$ cat config.mk
export PLATFORM = sky130hd
export DESIGN_NAME = gtph_fifo
export DESIGN_NICKNAME = d
export VERILOG_FILES = /design/src/rtl/gtph_pkg.sv /design/src/rtl/gtph_fifo.sv
export VERILOG_INCLUDE_DIRS = /design/src /design/src/rtl
export SDC_FILE = /design/constraint.sdc
export NUM_CORES = 1
export LEC_CHECK = 0
export BUFFER_PORTS_ARGS = -buffer_cell sky130_fd_sc_hd__buf_2
export CORE_ASPECT_RATIO = 2
export CORE_MARGIN = 3
export CORE_UTILIZATION = 30
export DETAILED_ROUTE_END_ITERATION = 8
export PLACE_DENSITY_LB_ADDON = 0.2
export REMOVE_ABC_BUFFERS = 1
export SYNTH_ARGS = -nofsm -noshare
export SYNTH_HDL_FRONTEND = slang
export SYNTH_SLANG_ARGS = --single-unit
$ cat constraint.sdc
create_clock -name clock -period 5.15 [get_ports clock]
set_input_delay 0.2575 -clock clock [delete_from_list [all_inputs] [get_ports clock]]
set_output_delay 0.2575 -clock clock [all_outputs]
set_load 0.01 [all_outputs]
$ cat src/rtl/gapped_tetramer_pair_histogram_top_defines.svh
// Assertion macros for the gapped tetramer pair histogram
`ifndef GAPPED_TETRAMER_PAIR_HISTOGRAM_TOP_DEFINES_SVH
`define GAPPED_TETRAMER_PAIR_HISTOGRAM_TOP_DEFINES_SVH
`ifndef SYNTHESIS
`define GTPH_ASSERT(label, clk, rst, prop, msg) \
   label: assert property (@(posedge clk) disable iff (rst) prop) else $error(msg);
`define GTPH_ASSERT_NR(label, clk, prop, msg) \
   label: assert property (@(posedge clk) prop) else $error(msg);
`else
`define GTPH_ASSERT(label, clk, rst, prop, msg)
`define GTPH_ASSERT_NR(label, clk, prop, msg)
`endif
`endif

$ cat src/rtl/gtph_pkg.sv
// Package with shared types and constants for the gapped tetramer pair histogram
package gtph_pkg;
   localparam int GapMaxDefault = 64;
   localparam int Lead = 4;
   localparam logic [1:0] OP_SYMBOL = 2'd0;
   localparam logic [1:0] OP_END    = 2'd1;
   localparam logic [1:0] OP_READ   = 2'd2;
   localparam logic [1:0] OP_UNUSED = 2'd3;
   localparam logic [1:0] CSR_A = 2'd0;
   localparam logic [1:0] CSR_C = 2'd1;
   localparam logic [1:0] CSR_G = 2'd2;
   localparam logic [1:0] CSR_T = 2'd3;
   localparam logic [1:0] KIND_BLOCK = 2'd0;
   localparam logic [1:0] KIND_END   = 2'd1;
   localparam logic [1:0] KIND_READ  = 2'd2;

   typedef struct packed {
      logic [1:0] kind;
      logic       unclean;
      logic [7:0] tet;
      logic [7:0] first_block;
      logic [7:0] second_block;
      logic [6:0] gap;
   } cmd_type;
endpackage

$ cat src/rtl/gtph_fifo.sv
// Short command queue between front and back
`include "gapped_tetramer_pair_histogram_top_defines.svh"
module gtph_fifo (
   input  logic              clock,
   input  logic              reset,
   input  logic              wr_valid,
   output logic              wr_ready,
   input  gtph_pkg::cmd_type wr_data,
   output logic              rd_valid,
   input  logic              rd_ready,
   output gtph_pkg::cmd_type rd_data
);
   gtph_pkg::cmd_type mem_ff [4];
   logic [1:0] wp_ff, rp_ff;
   logic [2:0] cnt_ff;
   logic       wr, rd;

   assign wr_ready = cnt_ff != 3'd4;
   assign rd_valid = cnt_ff != 3'd0;
   assign rd_data = mem_ff[rp_ff];
   assign wr = wr_valid && wr_ready;
   assign rd = rd_valid && rd_ready;

   always_ff @(posedge clock) begin
      if (wr) mem_ff[wp_ff] <= wr_data;
      if (reset) begin
         wp_ff <= '0;
         rp_ff <= '0;
         cnt_ff <= '0;
      end else begin
         if (wr) wp_ff <= wp_ff + 2'd1;
         if (rd) rp_ff <= rp_ff + 2'd1;
         cnt_ff <= cnt_ff + {2'd0, wr} - {2'd0, rd};
      end
   end

   `GTPH_ASSERT(a_cnt_max, clock, reset, cnt_ff <= 3'd4, "queue count overflow")
   `GTPH_ASSERT(a_no_over, clock, reset,
      cnt_ff == 3'd4 && !rd |=> cnt_ff == 3'd4, "queue lost a word")
   `GTPH_ASSERT(a_ptr, clock, reset,
      (wp_ff - rp_ff) == cnt_ff[1:0], "queue pointers inconsistent")
endmodule

[Word level (Yosys, flattened, before mapping)]
Memories as Yosys holds them, arrays and structs flattened. A register that Yosys moved wholly into a read port is not among the register bits.
Index checks and enable logic that the tools add are counted.
Word-level totals
  output and inout port bits: 36
  word-level logic and storage cells: 16
  bits in writable memories: 136
  register bits after elaboration: 7
  memories: 1
  input port bits: 38
Cells by class
  eq/ne operators: 1
  reductions and logical operators: 3
  add/sub/neg operators: 4
  mux-type cells: 4
Memories
  mem_ff: depth 4, width 34, read ports 1, clocked after memory_dff 1, wr ports 1, RTL line gtph_fifo.sv:13  | gtph_pkg::cmd_type mem_ff [4];
Operators by type and width (number)
  $add 2x1->2 const B: 2
  $mux 2: 2
  $add 3x1->3: 1
  $ne 3x3->1 const B: 1
  $reduce_bool 3->1: 1
  $sub 3x1->3: 1
  $logic_and 1x1->1: 2
  $mux 1: 2

[Longest topological paths before layout]
  word-level depth: 4
  depth in mapped cells: 11
  depth with buffers taken out: 11

[Worst setup path before layout]
No wires, ideal clock.
  kind: register to register
  start point: register cnt_ff[1]
  end point: register cnt_ff[2]
  stages on the path, launching flop included: 12
  period minus slack after synthesis: 2.132 ns
  library setup time: 0.078 ns
  path slack: 3.018 ns
  data required time: 5.072 ns
  path buffers: 0
  arrival: 2.054 ns
  cell sequence: dfxtp_1 -> nor2_1 -> a21boi_2 -> inv_1 -> ha_1 -> inv_1 -> ha_1 -> inv_1 -> fa_1 -> xor2_1 -> and2_1 -> nor3_1
Between the ends
  word-level cells in the longest chain between the ends: 4
  elaborated cells on any way between the ends: 6
  classes of those cells: add/sub (2); eq/ne (1); reduce/logical (3)
RTL lines
  start: declaration: RTL line gtph_fifo.sv:15  | logic [2:0] cnt_ff;
  start signal: assignment: RTL line gtph_fifo.sv:33  | cnt_ff <= cnt_ff + {2'd0, wr} - {2'd0, rd};
  $ne 3x3->1: RTL line gtph_fifo.sv:18  | assign wr_ready = cnt_ff != 3'd4;
  $logic_and 1x1->1: RTL line gtph_fifo.sv:21  | assign wr = wr_valid && wr_ready;
  $add 3x1->3: RTL line gtph_fifo.sv:33
  $sub 3x1->3 *: RTL line gtph_fifo.sv:33
Mark *: on every way between the ends. The rest lies on a longest branch, timed or not.
A chain may end at the register's enable or synchronous reset.

==> results.md <==
* Status: finished, final reports clean
* Most frequent cells in the layout: 136 x edfxtp_1, 73 x buf_2, 30 x mux4_2, 17 x clkbuf_16, 8 x nor2_1
* H-Tree Depth at 4
* Dpl cells at 505
* Worst setup path class: reg -> out
* Number of I/O pins at 74
* Syn avg cell area at about 24 sq um
* Share of power burned in registers at 0.454
* Setup Fix Bufs, Post-CTS at 0
* Vias per cell at 4.579
* Fmax at 382.5 MHz
* CTS max path bufs at 2
* Die W at a little over 100 um
* Most common cell after layout, fill and taps aside: edfxtp_1
* Drt first-iter violations at 71
* Synth Register Bits at 145
* Clk network pwr share at 0.344
* Least-Margin Pin Slew at a little over 1 ns
* RSZ-0062 raised after global routing: false
* Antenna violations before repair at 1
* PwrDens at 522.5 mW/mm^2
* Post-synthesis compound-gate area fraction at 0.005306
* Clock buffer count from CTS at 17
* Max IR drop VDD at around 0.00025 V
* Xor/xnor share of the synthesized area at 0.004844
* Crit-path max FO at 19
* Die span in y at 196.2 um
* Crit path DAT at 2.36 ns
* Port Buf Inserts at 73
* FP Rows at 69
* Setup Skew at 0.006285 ns
* Main combinational cell family by area after synthesis: multiplexers
* GP Congestion at 0.6320
* Post-Layout Cell Count at between 500 and 600
* Pwr Total at 3.413 mW
* Clock tree root buffer cell: clkbuf_16
* Synth Instances at 227
* CTS tree: yes
* Routed wire length per instance at 19.35 um
* Post-synthesis mux area share at 0.1479
* Initial Utilization at 0.3050
* Number of remaining DRC errors at 0
* Largest net degree at the start of global routing at 35
* Die area at about 0.020 sq mm
* Number of global-route vias before repair at around 2800
* FF-to-FF Start: cnt_ff[1]$_SDFF_PP0_
* Max-slew violation count at 0
* Post-Route Setup TNS at 0 ns
* Layout area overhead at 20.44%
* Detailed Routing Iterations Pass 1 at 4
* First-pass GRT wire length at 15840 um
* Internal Power at 2.541 mW
* Gate power share at 0.202
* Core area at about 0.018 sq mm
* Post-cts hold buffer count at 0
* Clock latency on the worst-skew pair at between 0.4 and 0.5 ns
* Total congestion overflow at 0
* Routed WL at 10350 um
* Critical Path RT at 4.89 ns
* Post-Synth Adder-Cell Area at 0.01753
* Min-Delay Path Depth at 1
* Crit share post-route at 0.5076
* Yosys cell types at 25
* Min-Delay Path Class: in -> reg
* Nets at 356
* Final hold violations at 0
* Leak at between 2 and 2.5 nW
* Final setup violation count at 0
* Post-DRT Antenna Nets at 0
* Total GRT Usage at 0.1123
* FF-to-FF path depth at 11
* Switching Share at 0.2555
* Worst-path clk slew at 0.06 ns
* HPWL Detailed at 6239 um
* Sw power at 872.3 uW
* Yosys warns at 0
* Clock Sinks at 145
* Minimum clock period at 2.614 ns
* Crit path capture type: output port
* Sequential area share after synthesis at 0.7862
* Startpoint type of the worst setup path: flop
* Simple-gate share of the synthesized area at 0.01753
* Max-cap viol count at 0
* Hold path start: wr_data[7]
* Synth Cell Area at 0.005424 sq mm
* Via count at 2450
* Layout cells sized above 1 at 0.4161
* Slew headroom at 0.3260
* Diode count at 0
* Post-cts repair resize count at 0
==> per-layer routing <==
metal,part of all wire,global-route usage
met3,0.056,0.04520
met4,0.019,0.05325
met1,0.34,0.1122
met2,0.58,0.1975
met5,0.00068,0
==> registers in the layout, summed over array words and instances (netlist names), named ones only <==
signal	count
mem_ff	136
cnt_ff	3
rp_ff	2
wp_ff	2
==> cell type report <==
type	count	area (sq um)
fillers	1652	11250
flip-flops and latches	145	4267
multi-input cells	68	1052
clock buffers	20	436.7
repair buffers	74	372.9
well taps	213	266.5
clock inverters	10	118.9
inverters	5	18.77
==> cells in the mapped netlist <==
master      n  area share
xor2_1      2      0.0032
nand2_1     1     0.00069
a21boi_2    1      0.0021
clkbuf_1    2      0.0014
dfxtp_1     9       0.033
mux4_2     30        0.12
buf_12      3       0.011
nor2b_1     1      0.0012
mux4_1      4       0.019
edfxtp_1  136        0.75
o31a_1      1      0.0016
fa_1        1      0.0037
nand2b_1    2      0.0023
mux2_2      1      0.0021
or3_1       1      0.0012
mux2i_1     1      0.0018
ha_1        6       0.014
buf_6       1      0.0021
inv_1       5      0.0035
and2_1      5      0.0058
o311ai_0    1      0.0016
xnor2_1     1      0.0016
nor2_1      8      0.0055
buf_2       3      0.0028
nor3_1      1     0.00092
==> per-stage QoR <==
| stage | hold WS [ns] | area [sq um] | utilization | worst slack, ns |
|---|---|---|---|---|
| final | 0.05803 | 6533 | 0.3673 | 2.536 |
| after global routing | 0.03944 | 6533 | 0.3673 | 2.317 |
| after CTS | 0.03583 | 6533 | 0.3673 | 2.400 |
| after detailed placement | 0.4787 | 5977 | 0.3361 | 2.806 |
| after global placement | 0.4688 | 5977 | 0.3361 | 2.849 |
| after floorplan | 0.3242 | 5330 | - | 2.657 |
==> final timing paths <==
kind,to,slack (ns)
worst max-delay path,rd_data[16],2.54
worst min register to register,wp_ff[1]$_SDFFE_PP0P_,0.52
worst max register to register,cnt_ff[2]$_SDFF_PP0_,2.84
worst min-delay path,mem_ff[2][7]$_DFFE_PP_,0.06
==> power by group through the flow <==
stage	sequential [mW]	clock (mW)	combinational (mW)
4_1_cts	1.56	1.21	0.719
6_report	1.55	1.17	0.688
5_1_grt	1.57	1.25	0.765
2_1_floorplan	1.57	0	0.431
3_3_place_gp	1.58	0	0.712
3_5_place_dp	1.58	0	0.720
==> logic make-up (layout without fill, tap and decap cells) <==
family,after synthesis,after routing
buffers and inverters,14,109
muxes,36,36
AOI/OAI and AO/OA,3,3
and+or+nand+nor,19,19
xor gates and xnor gates,3,3
adders and majority gates,7,7
DFF,145,145
==> critical path, cell delays in order, from the launching register on <==
cell and delay (ns):
dfxtp_2 0.70, buf_4 0.47, mux4_2 0.59, buf_2 0.16
No activity file was read; power rests on OpenSTA's default activity.
