[src/rtl/gapped_tetramer_pair_histogram_top_defines.svh]
// Assertion macros for the gapped tetramer pair histogram
`ifndef GAPPED_TETRAMER_PAIR_HISTOGRAM_TOP_DEFINES_SVH
`define GAPPED_TETRAMER_PAIR_HISTOGRAM_TOP_DEFINES_SVH
`ifndef SYNTHESIS
`define GTPH_ASSERT(label, clk, rst, prop, msg) \
   label: assert property (@(posedge clk) disable iff (rst) prop) else $error(msg);
`define GTPH_ASSERT_NR(label, clk, prop, msg) \
   label: assert property (@(posedge clk) prop) else $error(msg);
`else
`define GTPH_ASSERT(label, clk, rst, prop, msg)
`define GTPH_ASSERT_NR(label, clk, prop, msg)
`endif
`endif

[src/rtl/gtph_pkg.sv]
// Package with shared types and constants for the gapped tetramer pair histogram
package gtph_pkg;
   localparam int GapMaxDefault = 64;
   localparam int Lead = 4;
   localparam logic [1:0] OP_SYMBOL = 2'd0;
   localparam logic [1:0] OP_END    = 2'd1;
   localparam logic [1:0] OP_READ   = 2'd2;
   localparam logic [1:0] OP_UNUSED = 2'd3;
   localparam logic [1:0] CSR_A = 2'd0;
   localparam logic [1:0] CSR_C = 2'd1;
   localparam logic [1:0] CSR_G = 2'd2;
   localparam logic [1:0] CSR_T = 2'd3;
   localparam logic [1:0] KIND_BLOCK = 2'd0;
   localparam logic [1:0] KIND_END   = 2'd1;
   localparam logic [1:0] KIND_READ  = 2'd2;

   typedef struct packed {
      logic [1:0] kind;
      logic       unclean;
      logic [7:0] tet;
      logic [7:0] first_block;
      logic [7:0] second_block;
      logic [6:0] gap;
   } cmd_type;
endpackage

[src/rtl/gtph_front.sv]
// Front end: decodes characters into blocks and hands commands to the queue
`include "gapped_tetramer_pair_histogram_top_defines.svh"
module gtph_front (
   input  logic               clock,
   input  logic               reset,
   input  logic               in_valid,
   output logic               in_ready,
   input  logic [1:0]         in_op,
   input  logic [7:0]         in_symbol,
   input  logic [7:0]         in_first,
   input  logic [7:0]         in_second,
   input  logic [6:0]         in_gap,
   input  logic [7:0]         codes,
   output logic               cmd_valid,
   input  logic               cmd_ready,
   output gtph_pkg::cmd_type  cmd
);
   logic [7:0] tet_ff, tet_in;
   logic [2:0] ncd_ff, ncd_in;
   logic [1:0] seen_ff, seen_in;
   logic [1:0] code;
   logic       is_acgt, accept, emit;

   assign in_ready = cmd_ready;
   assign accept = in_valid && in_ready;

   always_comb begin
      is_acgt = 1'b1;
      code = 2'd0;
      unique case (in_symbol | 8'h20)
         8'h61: code = codes[1:0];
         8'h63: code = codes[3:2];
         8'h67: code = codes[5:4];
         8'h74: code = codes[7:6];
         default: is_acgt = 1'b0;
      endcase
   end

   always_comb begin
      tet_in = tet_ff;
      ncd_in = ncd_ff;
      seen_in = seen_ff;
      emit = 1'b0;
      cmd = '0;
      cmd.first_block = in_first;
      cmd.second_block = in_second;
      cmd.gap = in_gap;
      if (in_op == gtph_pkg::OP_SYMBOL) begin
         tet_in = {tet_ff[5:0], code};
         if (!is_acgt) ncd_in = 3'(gtph_pkg::Lead);
         if (seen_ff != 2'd3) begin
            seen_in = seen_ff + 2'd1;
         end else begin
            emit = 1'b1;
            cmd.kind = gtph_pkg::KIND_BLOCK;
            cmd.tet = tet_in;
            cmd.unclean = (ncd_in != 3'd0);
            if (ncd_in != 3'd0) ncd_in = ncd_in - 3'd1;
         end
      end else if (in_op == gtph_pkg::OP_END) begin
         emit = 1'b1;
         cmd.kind = gtph_pkg::KIND_END;
         tet_in = '0;
         ncd_in = '0;
         seen_in = '0;
      end else if (in_op == gtph_pkg::OP_READ) begin
         emit = 1'b1;
         cmd.kind = gtph_pkg::KIND_READ;
      end
   end

   assign cmd_valid = in_valid && emit;

   always_ff @(posedge clock) begin
      if (reset) begin
         tet_ff <= '0;
         ncd_ff <= '0;
         seen_ff <= '0;
      end else if (accept) begin
         tet_ff <= tet_in;
         ncd_ff <= ncd_in;
         seen_ff <= seen_in;
      end
   end

   `GTPH_ASSERT(a_ncd_range, clock, reset, ncd_ff <= 3'd4, "countdown above four")
   `GTPH_ASSERT(a_end_clears, clock, reset,
      accept && in_op == gtph_pkg::OP_END |=> seen_ff == 2'd0 && ncd_ff == 3'd0,
      "end of sequence did not clear")
   `GTPH_ASSERT(a_emit_ready, clock, reset,
      cmd_valid |-> in_valid, "command without input word")
endmodule

[config.mk]
export PLATFORM = sky130hd
export DESIGN_NAME = gtph_front
export DESIGN_NICKNAME = d
export VERILOG_FILES = /design/src/rtl/gtph_pkg.sv /design/src/rtl/gtph_front.sv
export VERILOG_INCLUDE_DIRS = /design/src /design/src/rtl
export SDC_FILE = /design/constraint.sdc
export NUM_CORES = 1
export LEC_CHECK = 0
export ABC_AREA = 1
export BUFFER_PORTS_ARGS = -buffer_cell sky130_fd_sc_hd__buf_2
export CAP_MARGIN = 30
export CORE_MARGIN = 1.5
export CORE_UTILIZATION = 30
export CTS_CLUSTER_DIAMETER = 120
export DETAILED_ROUTE_END_ITERATION = 10
export GPL_ROUTABILITY_DRIVEN = 0
export HOLD_SLACK_MARGIN = 0.1
export PLACE_DENSITY = 0.67
export RECOVER_POWER = 25
export SETUP_SLACK_MARGIN = 0.1
export SYNTH_ARGS = -nofsm -noshare
export SYNTH_HDL_FRONTEND = slang
export SYNTH_SLANG_ARGS = --single-unit
[constraint.sdc]
create_clock -name clock -period 1.4 [get_ports clock]
set_clock_uncertainty 0.1 [all_clocks]
set_input_delay 0.21 -clock clock [delete_from_list [all_inputs] [get_ports clock]]
set_output_delay 0.21 -clock clock [all_outputs]
set_load 0.02 [all_outputs]
### After elaboration in Yosys (flattened, before gate mapping)

Index checks and enable logic that the tools add are counted.

* equal/unequal tests: 8
* add/sub/neg operators: 2
* order comparisons: 0
* mux-type cells: 22
* multipliers: 0
* reductions and logical operators: 8
* bitwise logic cells: 0
* shifts and indexed selects: 0
* divide/modulo/power cells: 0

Operator list (number)
* $eq 7x6->1 const B: 4
* $mux 3: 6
* $mux 9: 2
* $mux 2: 6
* $mux 6: 2
* $pmux 2 s4: 1
* $mux 1: 5
* $reduce_or 4->1: 1
* $reduce_and 3->1: 1
* $reduce_bool 3->1: 1
* $sub 3x1->3 const B: 1
* $add 2x1->2 const B: 1
* $eq 2x1->1 const B: 1
* $eq 2x2->1 const B: 1
* $logic_and 1x1->1: 2
* $logic_not 2->1: 1
* $ne 2x1->1 const B: 1
* $ne 2x2->1 const B: 1
* $reduce_and 2->1: 1
* $reduce_bool 2->1: 1

* memories: 0
* input port bits: 45
* ROM bits: 0
* flip-flop bits (word level): 11
* RAM bits: 0
* bits in latches: 0

### Logic depth before layout (Yosys ltp)

Gate-level depths: netlist of the first run.

* depth in word-level cells: 9
* gate-level depth with buffers: 13
* mapped depth without buffers: 13

### Least setup slack after synthesis of the first run

OpenSTA, ideal clock, no wires.

* kind: in2out
* from: in in_symbol[7]
* to: out cmd[31] (netlist name)
* path slack: -0.324 ns
* arrival time: 1.414 ns
* stages on the path: 10
* path buffers: 0
* cells stage by stage: inv_1 > nand3_4 > nor2_2 > nor2_2 > nand2_4 > nand2_1 > ha_1 > nand3_2 > nand2_1 > nor2_1

RTL lines
* from (decl): line gtph_front.sv:9 `input logic [7:0] in_symbol,`
* to (decl): line gtph_front.sv:16 `output gtph_pkg::cmd_type cmd`

==> results.sh, run 1 <==
export IMPL_hold_viol=0
export IMPL_p_sw_uw=206.9
export IMPL_grt_ovfl_total=0
export IMPL_drt_total_wl_mm=2.410
export IMPL_grt_usage_pct=12.86
export IMPL_grt_pass1_wl_mm=3.657
export IMPL_clk_pin_slew_worst_paths_ns=0.07
export IMPL_wl_per_cell_um=10.66
export IMPL_clockPowerShare_pct=31.0
export IMPL_p_leak_uw=0.0006880
export IMPL_n_antenna_cell=0
export IMPL_dp_cells=218
export IMPL_layout_cells_non_filler=226
export IMPL_cts_tree="done"
export IMPL_synth_most_common_cell="nand2_1"
export IMPL_setup_viol=13
export IMPL_end_kind="output port"
export IMPL_dp_hpwl_mm=1.680
export IMPL_io_buffers=33
export IMPL_synth_seq_cells=11
export IMPL_syn_avg_cell_area_sq_um=6.767
export IMPL_syn_nets=197
export IMPL_synth_cell_type_count=22
export IMPL_start_util_pct=32.06
export IMPL_ant_nets=0
export IMPL_holdBufCountCts=0
export IMPL_worstPathMaxFanout=3
export IMPL_cp_slowest_cell="or2_1"
export IMPL_status="complete, but fails checks"
export IMPL_synth_common_cells="nand2_1 (29), buf_4 (24), inv_1 (17)"
export IMPL_drt_initial_drc_count=33
export IMPL_min_from="reset"
export IMPL_powerDensity_mw_per_mm2=437.6
export IMPL_failed_checks="setup timing"
export IMPL_r2r_start="seen_ff[1]"
export IMPL_synth_area_sq_um=994.7
export IMPL_power_internal_uw=503.3
export IMPL_path_cells="buf_6 > nand2_2 > inv_2 > nand2_2 > nor2_4 > buf_4 > a22o_1 > or2_1 > inv_2 > nor2_4 > buf_6"
export IMPL_hold_class="input port to register"
export IMPL_async_flop_share_pct=0
export IMPL_holdWs_ns=0.1482
export IMPL_ys_seq_area_share_pct=22.14
export IMPL_nNetsFinal=233
export IMPL_first_global_vias=959
export IMPL_synth_area_leaders="dfxtp_1 (22%), buf_4 (18%), nand2_1 (11%)"
export IMPL_syn_inst=147
export IMPL_finalCritPeriodShare_pct=118.3
export IMPL_tightestPinTransition_ns=0.3161
export IMPL_via_count=1018
export IMPL_period_minus_slack_ns=1.657
export IMPL_seq_power_share_pct=44.4
export IMPL_p_comb_share_pct=24.6
export IMPL_ctsHtreeMaxLevel=1
export IMPL_arrival_ns=1.35
export IMPL_design_area_sq_mm=0.001623
export IMPL_slew_viol_final=0
export IMPL_yosysWarnings=0
export IMPL_fin_ws_ns=-0.2567
export IMPL_drive_above_1_share_pct=65.93
export IMPL_max_slew_margin_rel_pct=78.66
export IMPL_clock_sinks=11
export IMPL_finalSetupTns_ns=-1.488
export IMPL_crit_start="in_symbol[1]"
export IMPL_cp_start_kind="input port"
export IMPL_rsz0062_at_grt="yes"
export IMPL_clock_latency_ns=0.27
export IMPL_crit_required_ns=1.09
export IMPL_cap_violations=0
export IMPL_dieArea_sq_mm=0.003670
export IMPL_p_sw_share_pct=29.13
export IMPL_drc=0
export IMPL_cts_buffers=3
export IMPL_max_stage_delay_ns=0.25
export IMPL_synth_top_area_cell="dfxtp_1"
export IMPL_area_growth_pct=63.15
export IMPL_max_freq_mhz=603.6
export IMPL_ys_flop_type="dfxtp_1"
export IMPL_root_buffer="clkbuf_4"
export IMPL_setup_worst_path_class="input port to output port"
export IMPL_synth_edff_count=0
export IMPL_clockBufferDepth=2
export IMPL_irDropWorstVdd_mv=0.2167
export IMPL_grt_max_degree=12
export IMPL_die_h_um=60.58
export IMPL_dr_pass1_iters=4
export IMPL_viasPerCell=4.504
export IMPL_rows=20
export IMPL_synth_top_area_share_pct=22.14
export IMPL_antenna_found_initial=0
export IMPL_core_sq_mm=0.003103
export IMPL_ioPinCount=81
export IMPL_die_w_um=60.58
export IMPL_place_area_sq_mm=0.001314
[path summary, 6_finish.rpt]
kind | cells past startpoint | endpoint | slack [ns]
min | 2 | tet_ff[1] | 0.15
min reg2reg | 2 | tet_ff[5] | 0.36
max | 11 | cmd[23] | -0.26
max reg2reg | 7 | ncd_ff[2] | -0.05
[cells in the final DEF (no fill, tap or decap), types with 2 or more instances in the layout]
cell and count:
nor2_4 18, dfxtp_1 9, a22o_1 4, inv_4 3
buf_2 17, nor2_1 2, nand3_4 2, nand3_1 4
dfxtp_2 2, nand2_4 5, nand2_2 10, nand2_1 16
buf_4 22, buf_8 3, inv_1 10, nand3_2 3
or2_1 2, nor2_2 2, ha_4 2, ha_1 3
inv_2 6, clkbuf_4 3, a21oi_1 9, a21oi_2 3
buf_6 14, nand3b_1 2
[power by group through the flow]
stage	clock network, uW	logic (uW)	registers (uW)
5_1_grt	243	189	316
2_1_floorplan	0	169	322
6_report	220	175	315
3_3_place_gp	0	135	323
4_1_cts	226	161	315
3_5_place_dp	0	136	322
[metal layers]
metal / vias to the layer above / share of wire [%] / track usage, %
li1: 507 / - / -
met1: 461 / 39 / 14.32
met2: 46 / 53 / 23.04
met3: 4 / 6.3 / 3.838
met4: 0 / 1.8 / 4.658
met5: - / 0 / 0
[metrics by stage]
stage | util, % | setup slack [ns] | total power (uW)
detailed placement | 42.34 | -0.3237 | 458.7
global placement | 42.34 | -0.3108 | 457.7
CTS | 49.72 | -0.2404 | 701.5
floorplan | - | -0.1149 | 491.7
global route | 52.30 | -0.3198 | 747.6
finish | 52.30 | -0.2567 | 710.2
[registers in the layout, indices dropped and copies added, names as in the netlist]
name / count
tet_ff: 6
seen_ff: 2
ncd_ff: 3
[cells by family (layout without fill, tap and decap cells)]
group	count (synthesis)	after routing	share of synthesized area [%]
and+or+nand+nor	68	68	34.34
buffers and inverters	45	80	26.04
AOI/OAI and AO/OA	18	18	11.20
DFF	11	11	22.14
adders and majority gates	5	5	6.289
[critical path: cells and delay by family]
| family | cells | cell delay [ns] |
|---|---|---|
| simple gates | 5 | 0.46 |
| buf+inv | 5 | 0.47 |
| compound gates | 1 | 0.20 |
[final cells by class]
| class | instances | area, sq um |
|---|---|---|
| clock buffers | 3 | 22.52 |
| clock inverters | 1 | 5.005 |
| fillers | 314 | 1480 |
| inverters | 19 | 78.83 |
| multi-input cells | 91 | 765.7 |
| flip-flops and latches | 11 | 222.7 |
| well taps | 44 | 55.05 |
| repair buffers | 57 | 473.0 |
[what timing repair did]
item,4_1_cts,5_1_grt
setup buffers,4,1
pin swaps,17,19
endpoints found under the setup margin,14,16
resized for setup,50,22
No activity file was read; power rests on OpenSTA's default activity.
==> run 2: changes to the inputs <==
Settings changed: ABC_AREA 1 to default, GPL_TIMING_DRIVEN from default to 0, PLACE_DENSITY 0.67 to 0.66.
==> run 2 against run 1 <==
The run still ends with setup timing left; utilization increased by 1.7 points; highest routed layer unchanged; non-clock buffer count is 43 higher; sequential share of layout area is 1.4 points lower; largest cell class unchanged; hold slack lost 0.024 ns; count of clock-buffer cells in the layout rose by 1; critical path depth decreased by 2; design area increased by 11%; critical endpoint is now cmd[31]; via count rose by 15%.
==> results.sh, run 2 <==
export IMPL_status="complete, but fails checks"
export IMPL_failed_checks="setup timing"
export IMPL_finalSetupTns_ns=-3.282
export IMPL_dp_hpwl_mm=1.993
export IMPL_arrival_ns=1.64
export IMPL_ioPinCount=81
export IMPL_irDropWorstVdd_mv=0.2154
export IMPL_slew_viol_final=0
export IMPL_ant_nets=0
export IMPL_synth_edff_count=0
export IMPL_r2r_slack_ns=-0.36
export IMPL_rsz0062_at_grt="yes"
export IMPL_final_util_pct=53.99
export IMPL_start_util_pct=31.05
export IMPL_clockBufferDepth=2
export IMPL_drive_above_1_share_pct=63.55
export IMPL_dr_pass1_iters=4
export IMPL_synth_top_area_cell="dfxtp_1"
export IMPL_setup_viol=13
export IMPL_io_buffers=55
export IMPL_setup_worst_path_class="input port to output port"
export IMPL_cp_slowest_cell="or3b_4"
export IMPL_syn_avg_cell_area_sq_um=8.157
export IMPL_ys_seq_area_share_pct=21.26
export IMPL_fill_cells=333
export IMPL_core_sq_mm=0.003337
export IMPL_use_met2_pct=25.56
export IMPL_critPathTopFamily="simple AND/OR/NAND/NOR gates"
export IMPL_area_growth_pct=73.91
export IMPL_pre_cts_ws_ns=-0.6658
export IMPL_synth_cell_type_count=43
export IMPL_rows=21
export IMPL_die_w_um=61.77
export IMPL_syn_inst=127
export IMPL_path_cells="buf_6 > or3b_4 > nor2_4 > nand2_2 > ha_4 > nor2b_4 > and3_4 > nor2_4 > buf_6"
export IMPL_yosysWarnings=0
export IMPL_hold_class="input port to register"
export IMPL_crit_required_ns=1.09
export IMPL_synth_common_cells="buf_4 (24), dfxtp_1 (11), nor2_1 (10)"
export IMPL_worstPathMaxFanout=3
export IMPL_grt_usage_pct=13.71
export IMPL_max_freq_mhz=513.1
export IMPL_synth_most_common_cell="buf_4"
export IMPL_via_count=1173
export IMPL_wl_per_cell_um=11.51
export IMPL_n_antenna_cell=0
export IMPL_drt_initial_drc_count=12
export IMPL_grt_max_degree=11
export IMPL_dieArea_sq_mm=0.003815
export IMPL_period_minus_slack_ns=1.949
export IMPL_clk_pin_slew_worst_paths_ns=0.07
export IMPL_use_met1_pct=15.97
export IMPL_largest_reg_flops=6
export IMPL_synth_top_area_share_pct=21.26
export IMPL_ys_flop_type="dfxtp_1"
export IMPL_syn_nets=177
export IMPL_nNetsFinal=254
export IMPL_max_slew_margin_rel_pct=44.35
export IMPL_synth_area_leaders="dfxtp_1 (21%), buf_4 (17%), ha_1 (6.0%)"
export IMPL_ctsHtreeMaxLevel=1
export IMPL_drc=0
export IMPL_busiest_layer="met2"
export IMPL_drt_total_wl_mm=2.865
export IMPL_fin_ws_ns=-0.5490
export IMPL_end_kind="output port"
export IMPL_cts_buffers=3
export IMPL_clock_sinks=11
export IMPL_die_h_um=61.77
export IMPL_synth_area_sq_mm=0.001036
export IMPL_synth_seq_cells=11
export IMPL_tightestPinTransition_ns=0.8329
export IMPL_report_power_total_uw=869.2
export IMPL_viasPerCell=4.711
export IMPL_first_global_vias=992
export IMPL_top_register="tet_ff"
export IMPL_root_buffer="clkbuf_4"
export IMPL_cp_start_kind="input port"
export IMPL_finalCritPeriodShare_pct=139.2
export IMPL_powerDensity_mw_per_mm2=482.4
export IMPL_cap_violations=0
export IMPL_async_flop_share_pct=0
export IMPL_layout_commonest_cell="buf_4"
export IMPL_largestRegisters="tet_ff: 6 flops, ncd_ff: 3 flops, seen_ff: 2 flops"
export IMPL_clock_latency_ns=0.27
export IMPL_path_buf_inv=2
export IMPL_p_leak_uw=0.0008502
export IMPL_cts_tree="done"
export IMPL_mostFrequentLayoutCells="buf_4 (38), buf_2 (36), buf_6 (12), clkbuf_1 (9), dfxtp_1 (9)"
export IMPL_grt_ovfl_total=0
export IMPL_antenna_found_initial=0
export IMPL_max_stage_delay_ns=0.40
export IMPL_hold_viol=0
export IMPL_use_met3_pct=2.277
export IMPL_grt_pass1_wl_mm=4.043
[run 2: cell count changes after synthesis, sizes merged, moves of 3 or more]
cell,before,now
nand3,9,2
nand2,31,10
nor3b,0,3
o211ai,0,3
nor2,23,11
a21oi,12,2
a22o,4,0
and3,0,8
inv,19,3
a22oi,0,6
o21ai,0,5
[run 2: worst paths after layout]
path	startpoint	endpoint	depth (start not counted)
setup / recovery	in_symbol[3]	cmd[31]	9
hold / removal	reset	tet_ff[0]	4
setup reg to reg	ncd_ff[0]	ncd_ff[1]	8
hold reg to reg	tet_ff[0]	tet_ff[0]	2
[run 2: tightest hold or removal path: cells and delay by family]
| family | cells | cell delay [ns] |
|---|---|---|
| and+or+nand+nor | 2 | 0.10 |
| AOI/OAI and AO/OA | 1 | 0.05 |
| buffers and inverters | 1 | 0.09 |
[run 2: per-stage QoR]
step | cell area (sq um) | hold WS (ns) | cells
final | 1802 | 0.1241 | 249
after detailed placement | 1493 | 0.3279 | 228
after CTS | 1762 | 0.1252 | 247
after global placement | 1493 | 0.3237 | 228
after global routing | 1802 | 0.1537 | 249
after floorplan | 1160 | 0.2996 | 127
[run 2: where the power goes]
part	leakage, uW	switching, uW	internal [uW]	total (uW)
clock	0.0000150	112	110	222
sequential	0.0000897	2.58	315	317
combinational	0.000746	158	172	329
[run 2: cell type report]
class / instances / area (sq um) / share of cell area, %
clock buffer: 4 / 26.28 / 1.458
timing repair buffer: 72 / 494.2 / 27.43
buffer: 28 / 225.2 / 12.50
tap: 46 / 57.56 / 3.194
inverter: 3 / 11.26 / 0.6250
sequential: 11 / 222.7 / 12.36
multi-input combinational: 85 / 764.5 / 42.43
[run 2: cells by family (layout without fill, tap and decap cells)]
logic type	Yosys count	in the layout	share of synthesized area [%]
buffers and inverters	31	107	20.77
AOI/OAI and AO/OA	28	28	21.02
muxes	3	3	3.019
DFF	11	11	21.26
adders and majority gates	5	5	6.039
and+or+nand+nor	49	49	27.90
[run 2: per-layer routing]
layer  routed length [um]  share of wire, %
met1                 1182                41
met5                    0                 0
met3                  175               6.1
met2                 1473                51
met4                   33               1.2
[run 2: what timing repair did]
action	4_1_cts	5_1_grt
hold buffers	1	0
pin swaps	9	6
buffers inserted	13	2
endpoints found under the hold margin	6	0
gates resized for setup	33	10
gates cloned	1	0
setup endpoints to repair	13	15
